===== config.mk =====
export PLATFORM = sky130hd
export DESIGN_NAME = gfli_lerp
export DESIGN_NICKNAME = d
export VERILOG_FILES = /design/src/rtl/core/gfli_pkg.sv /design/src/rtl/core/gfli_lerp.sv
export SDC_FILE = /design/constraint.sdc
export NUM_CORES = 2
export LEC_CHECK = 0
export ABC_AREA = 1
export BUFFER_PORTS_ARGS = -buffer_cell sky130_fd_sc_hd__buf_2
export CORE_UTILIZATION = 51
export DETAILED_ROUTE_END_ITERATION = 8
export PLACE_DENSITY_LB_ADDON = 0.05
export SYNTH_ARGS = -nofsm -noshare
export SYNTH_HDL_FRONTEND = slang
export SYNTH_SLANG_ARGS = --single-unit

===== constraint.sdc =====
create_clock -name clk -period 14.5 [get_ports clk]
set_clock_uncertainty 0.15 [all_clocks]
set_input_delay 2.175 -clock clk [delete_from_list [all_inputs] [get_ports clk]]
set_output_delay 2.175 -clock clk [all_outputs]
set_load 0.005 [all_outputs]

===== src/rtl/core/gfli_pkg.sv =====
package gfli_pkg;

  // Default depth of the gap store.
  localparam int MAX_GAP_DEF = 63;

  // Widths of the sample fields.
  localparam int FRAME_W = 32;
  localparam int COORD_W = 24;
  localparam int CONF_W  = 16;
  localparam int TRACK_W = 16;

  // One held blank: its frame and its own coordinates.
  typedef struct packed {
    logic [FRAME_W-1:0]        frame;
    logic signed [COORD_W-1:0] y;
    logic signed [COORD_W-1:0] x;
  } gap_entry_t;

  // Request to the shared interpolation unit: a + (b - a) * d / n.
  typedef struct packed {
    logic                      start;
    logic signed [COORD_W-1:0] a;
    logic signed [COORD_W-1:0] b;
    logic [FRAME_W-1:0]        d;
    logic [FRAME_W-1:0]        n;
  } lerp_req_t;

  // Response of the interpolation unit, valid for the one cycle with done set.
  typedef struct packed {
    logic                      done;
    logic signed [COORD_W-1:0] value;
  } lerp_rsp_t;

endpackage


===== src/rtl/core/gfli_lerp.sv =====
module gfli_lerp (
  input  logic                clk,
  input  logic                rst,
  input  gfli_pkg::lerp_req_t req,
  output gfli_pkg::lerp_rsp_t rsp
);
  import gfli_pkg::*;

  // Quotient bits: the rounded quotient never exceeds |b - a| < 2^24.
  localparam int Q_W    = COORD_W;
  localparam int STEP_W = $clog2(Q_W);
  localparam int PROD_W = COORD_W + FRAME_W;
  localparam int NUM_W  = PROD_W + 1;
  localparam int REM_W  = FRAME_W + 1;

  typedef enum logic [4:0] {
    L_IDLE = 5'b00001,
    L_MUL  = 5'b00010,
    L_LOAD = 5'b00100,
    L_DIV  = 5'b01000,
    L_DONE = 5'b10000
  } lstate_t;

  lstate_t                   state;
  logic signed [COORD_W-1:0] a_r;
  logic signed [COORD_W-1:0] b_r;
  logic                      neg;
  logic                      zero_n;
  logic [COORD_W-1:0]        mag;
  logic [FRAME_W-1:0]        dcl;
  logic [FRAME_W-1:0]        n_r;
  logic [PROD_W-1:0]         prod;
  logic [REM_W-1:0]          rem;
  logic [Q_W-1:0]            quo;
  logic [STEP_W-1:0]         step;

  logic signed [COORD_W:0]   delta;
  logic [COORD_W-1:0]        mag_in;
  logic [NUM_W-1:0]          num;
  logic [REM_W:0]            sh;
  logic [REM_W+1:0]          diff;
  logic                      borrow;

  // Difference and its magnitude at the start of a request.
  assign delta  = (COORD_W+1)'(req.b) - (COORD_W+1)'(req.a);
  assign mag_in = delta[COORD_W] ? COORD_W'(-delta) : delta[COORD_W-1:0];

  // Rounded numerator 2*|b-a|*d + n; it stays below 2^24 times the divisor.
  assign num = {prod, 1'b0} + NUM_W'(n_r);

  // One restoring division step against the divisor 2*n.
  assign sh     = {rem, quo[Q_W-1]};
  assign diff   = {1'b0, sh} - (REM_W+2)'({n_r, 1'b0});
  assign borrow = diff[REM_W+1];

  always_ff @(posedge clk) begin
    if (rst) begin
      state <= L_IDLE;
    end else begin
      unique case (state)
        L_IDLE: begin
          if (req.start) begin
            a_r    <= req.a;
            b_r    <= req.b;
            neg    <= delta[COORD_W];
            mag    <= mag_in;
            dcl    <= (req.d > req.n) ? req.n : req.d;
            n_r    <= req.n;
            zero_n <= (req.n == '0);
            state  <= (req.n == '0) ? L_DONE : L_MUL;
          end
        end
        L_MUL: begin
          prod  <= PROD_W'(mag) * PROD_W'(dcl);
          state <= L_LOAD;
        end
        L_LOAD: begin
          rem   <= num[NUM_W-1:Q_W];
          quo   <= num[Q_W-1:0];
          step  <= '0;
          state <= L_DIV;
        end
        L_DIV: begin
          rem  <= borrow ? sh[REM_W-1:0] : diff[REM_W-1:0];
          quo  <= {quo[Q_W-2:0], ~borrow};
          step <= step + STEP_W'(1);
          if (step == STEP_W'(Q_W - 1)) begin
            state <= L_DONE;
          end
        end
        L_DONE: begin
          state <= L_IDLE;
        end
        default: begin
          state <= L_IDLE;
        end
      endcase
    end
  end

  // Result lies between a and b; equal frames give b.
  assign rsp.done  = (state == L_DONE);
  assign rsp.value = zero_n ? b_r : (neg ? (a_r - $signed(quo)) : (a_r + $signed(quo)));

endmodule


==> key figures <==
Status
  • Status: finished, violations left
  • Failing checks: design-rule violations

Global route
  • Gr usage total: 32.7%
  • Vias in the first global route: 39.0k
  • Number of antenna violations at the first check in global routing: 9
  • Largest net degree at the start of global routing: 139
  • Overflow after GRT: 0
  • First-pass GRT wire length: 227 mm

Final layout
  • Share of layout cells above drive strength 1: 5.73%
  • Fill cells: 8739
  • Layout Nets: 7278
  • Area grow syn2layout: 6.73%

Route
  • Vias after detailed routing: 39.3k
  • Remaining DRCs: 24
  • Number of iterations in the first detailed-routing pass: 8
  • Vias per cell: 5.34
  • Number of routed nets with antenna violations: 0
  • Detailed-route wire length per cell: 20.0 microns
  • Routed Wire Length: 147 mm
  • DRT iter0 DRCs: 3045

STA
  • Min Tclk post-route: 7.33 ns
  • Hold Vio Cnt, Final: 0
  • Setup tns final: 0 ns
  • Worst Tran Pin Value: 1.29 ns
  • RSZ-0062 raised after global routing: no
  • Final setup vio count: 0
  • Worst setup margin: 7.17 ns
  • Final number of max-transition violations: 0
  • Final worst path period share: 50.6%
  • Rel. slew slack: 13.9%
  • FMAX: 136 MHz

Synth
  • Net Count, Synth: 7215
  • Prevailing post-synth register cell: edfxtp_1
  • FF+latch count, synth: 261
  • Post-synth cell types: 52
  • Yosys warning count: 0
  • Synth top cells by count: 1604 x nand2_1, 1574 x inv_1, 662 x fa_1
  • Area leader, netlist: fa_1
  • Synth top area share: 28.9%
  • Sequential area share after synthesis: 17.0%
  • Most instantiated library cell after synthesis: nand2_1
  • Synthesized area: 45900 sq um
  • Post-synth EDFFs: 256
  • FFs w/ async S/R, synth: 0%
  • Mean Syn Cell Area: 7.51 sq um
  • Main area contributors after synthesis: fa_1 29%, edfxtp_1 17%, nand2_1 13%
  • Mapped Cells: 6111

Placement
  • PortBufs: 139
  • Placer Congestion: 1.04
  • Detailed Place HPWL: 120 mm
  • Pre-CTS setup slack: 7.22 ns

Die
  • Core area: 88800 sq um
  • Num rows: 109
  • Die ar.: 91100 sq um
  • DIE HEIGHT: 302 microns
  • Initial Util: 51.7%
  • Die X: 302 microns
  • I/O pin count: 140

Setup path
  • Crit path largest cell delay: 1.04 ns
  • Critical Path Slowest Stage Cell: edfxtp_1
  • CP endpoint kind: flop
  • Required time worst endpoint: 14.72 ns
  • CP Launch Type: flop
  • Arrival time worst endpoint: 7.55 ns
  • Setup CP Type: flop to flop
  • Crit Path Max Fanout: 24
  • Crit path top cell by count: fa_1

Clock network
  • Root buffer cell: clkbuf_16
  • Sink Count: 261
  • Post-CTS Setup Bufs: 0
  • Clock-pin slew on the worst setup and hold paths: 0.07 ns
  • H-tree levels: 1
  • Post-CTS sizing: 0
  • Cts hold-fix bufs: 0
  • CTS Buffer Depth: 3
  • Later-pin clock latency in the skew report: 0.62 ns
  • CTS buffer count: 31
  • CTS tree: yes

Hold path
  • Hold crit path type: flop to flop

Flow run
  • Max cap viols: 0
[layout make-up]
cell class | count | area [sq um] | share of cell area [%]
timing repair buffer | 204 | 1200 | 2.44
tap | 1165 | 1460 | 2.98
sequential | 261 | 7790 | 15.9
antenna | 3 | 7.51 | 0.0153
clock buffer | 37 | 838 | 1.71
inverter | 1584 | 5950 | 12.1
clock inverter | 20 | 255 | 0.521
multi-input combinational | 4092 | 31500 | 64.3
[registers in the layout, summed over array words and instances (netlist names)]
| signal | count |
|---|---|
| prod | 56 |
| rem | 33 |
| dcl | 32 |
| n_r | 32 |
| a_r | 24 |
| b_r | 24 |
| mag | 24 |
| quo | 24 |
| state | 5 |
| step | 5 |
| neg | 1 |
| zero_n | 1 |
[cells by family (layout without fill, tap and decap cells)]
| kind of cell | Yosys count | in the layout | synth area share (%) |
|---|---|---|---|
| flops | 261 | 261 | 17.0 |
| other cells | 0 | 3 | 0 |
| simple gates | 2422 | 2422 | 21.6 |
| buf+inv | 1758 | 1845 | 14.5 |
| fa+ha+maj | 989 | 989 | 37.8 |
| compound gates | 557 | 557 | 6.68 |
| xor+xnor | 124 | 124 | 2.40 |
[worst max-delay path, delay by kind of cell (launching register included)]
kind | cells | cell delay, ns
buffers and inverters | 5 | 0.24
adders and majority gates | 8 | 3.91
DFF | 1 | 1.04
and+or+nand+nor | 12 | 1.71
[path summary, 6_finish.rpt]
kind / startpoint / to / slack, ns / cells past startpoint
max: dcl[9] / prod[37] / 7.17 / 25
max reg2reg: dcl[9] / prod[37] / 7.17 / 25
min reg2reg: rem[3] / rem[4] / 0.42 / 2
min: rem[3] / rem[4] / 0.42 / 2
[per-stage QoR]
stage,hold slack [ns],std cells,util [%],cell area [sq um]
global route,0.445,7363,55.1,49000
global placement,0.397,7306,53.9,47900
finish,0.416,7366,55.1,49000
CTS,0.421,7363,55.1,49000
detailed placement,0.405,7306,53.9,47900
floorplan,0.347,6111,-,45900
[placed cells by master, fill, tap and decap left out, types with 4 or more instances in the layout]
cell / netlist / routed
nand2_1: 1604 / 1604
inv_1: 1574 / 1574
fa_1: 662 / 662
nor2_1: 358 / 356
ha_1: 327 / 327
edfxtp_1: 256 / 256
nand3_1: 252 / 252
a21oi_1: 247 / 247
o21ai_0: 183 / 183
buf_2: 5 / 139
xor2_1: 86 / 86
buf_4: 6 / 64
nand4_1: 49 / 49
nor3_1: 46 / 45
or2_2: 38 / 38
xnor2_1: 36 / 36
clkbuf_16: 0 / 31
o21bai_1: 25 / 25
a31oi_1: 21 / 21
nand2_2: 20 / 20
nor4_1: 18 / 18
a21o_1: 17 / 17
o21ai_1: 12 / 12
o211ai_1: 12 / 12
o21a_1: 11 / 11
nor2_2: 10 / 10
inv_2: 9 / 9
a21boi_0: 8 / 8
nand3_2: 8 / 8
a211oi_1: 5 / 5
or2_1: 5 / 5
bufinv_16: 0 / 5
dfxtp_1: 5 / 5
and3_1: 4 / 4
nand3b_1: 4 / 4
o31ai_1: 4 / 4
inv_6: 0 / 4
clkinvlp_4: 0 / 4
clkbuf_8: 0 / 4
[metal layers]
layer | GRT usage [%] | share of wire (%) | vias to the layer above
met5 | 0 | 0.012 | -
met4 | 8.27 | 2.7 | 2
met2 | 54.5 | 47 | 1392
met3 | 3.10 | 6.9 | 181
met1 | 45.9 | 43 | 19278
li1 | - | - | 18472
Power is left out: the tool's default activity adds up to more than one toggle a clock period on the data nets, which glitch-free logic cannot reach.
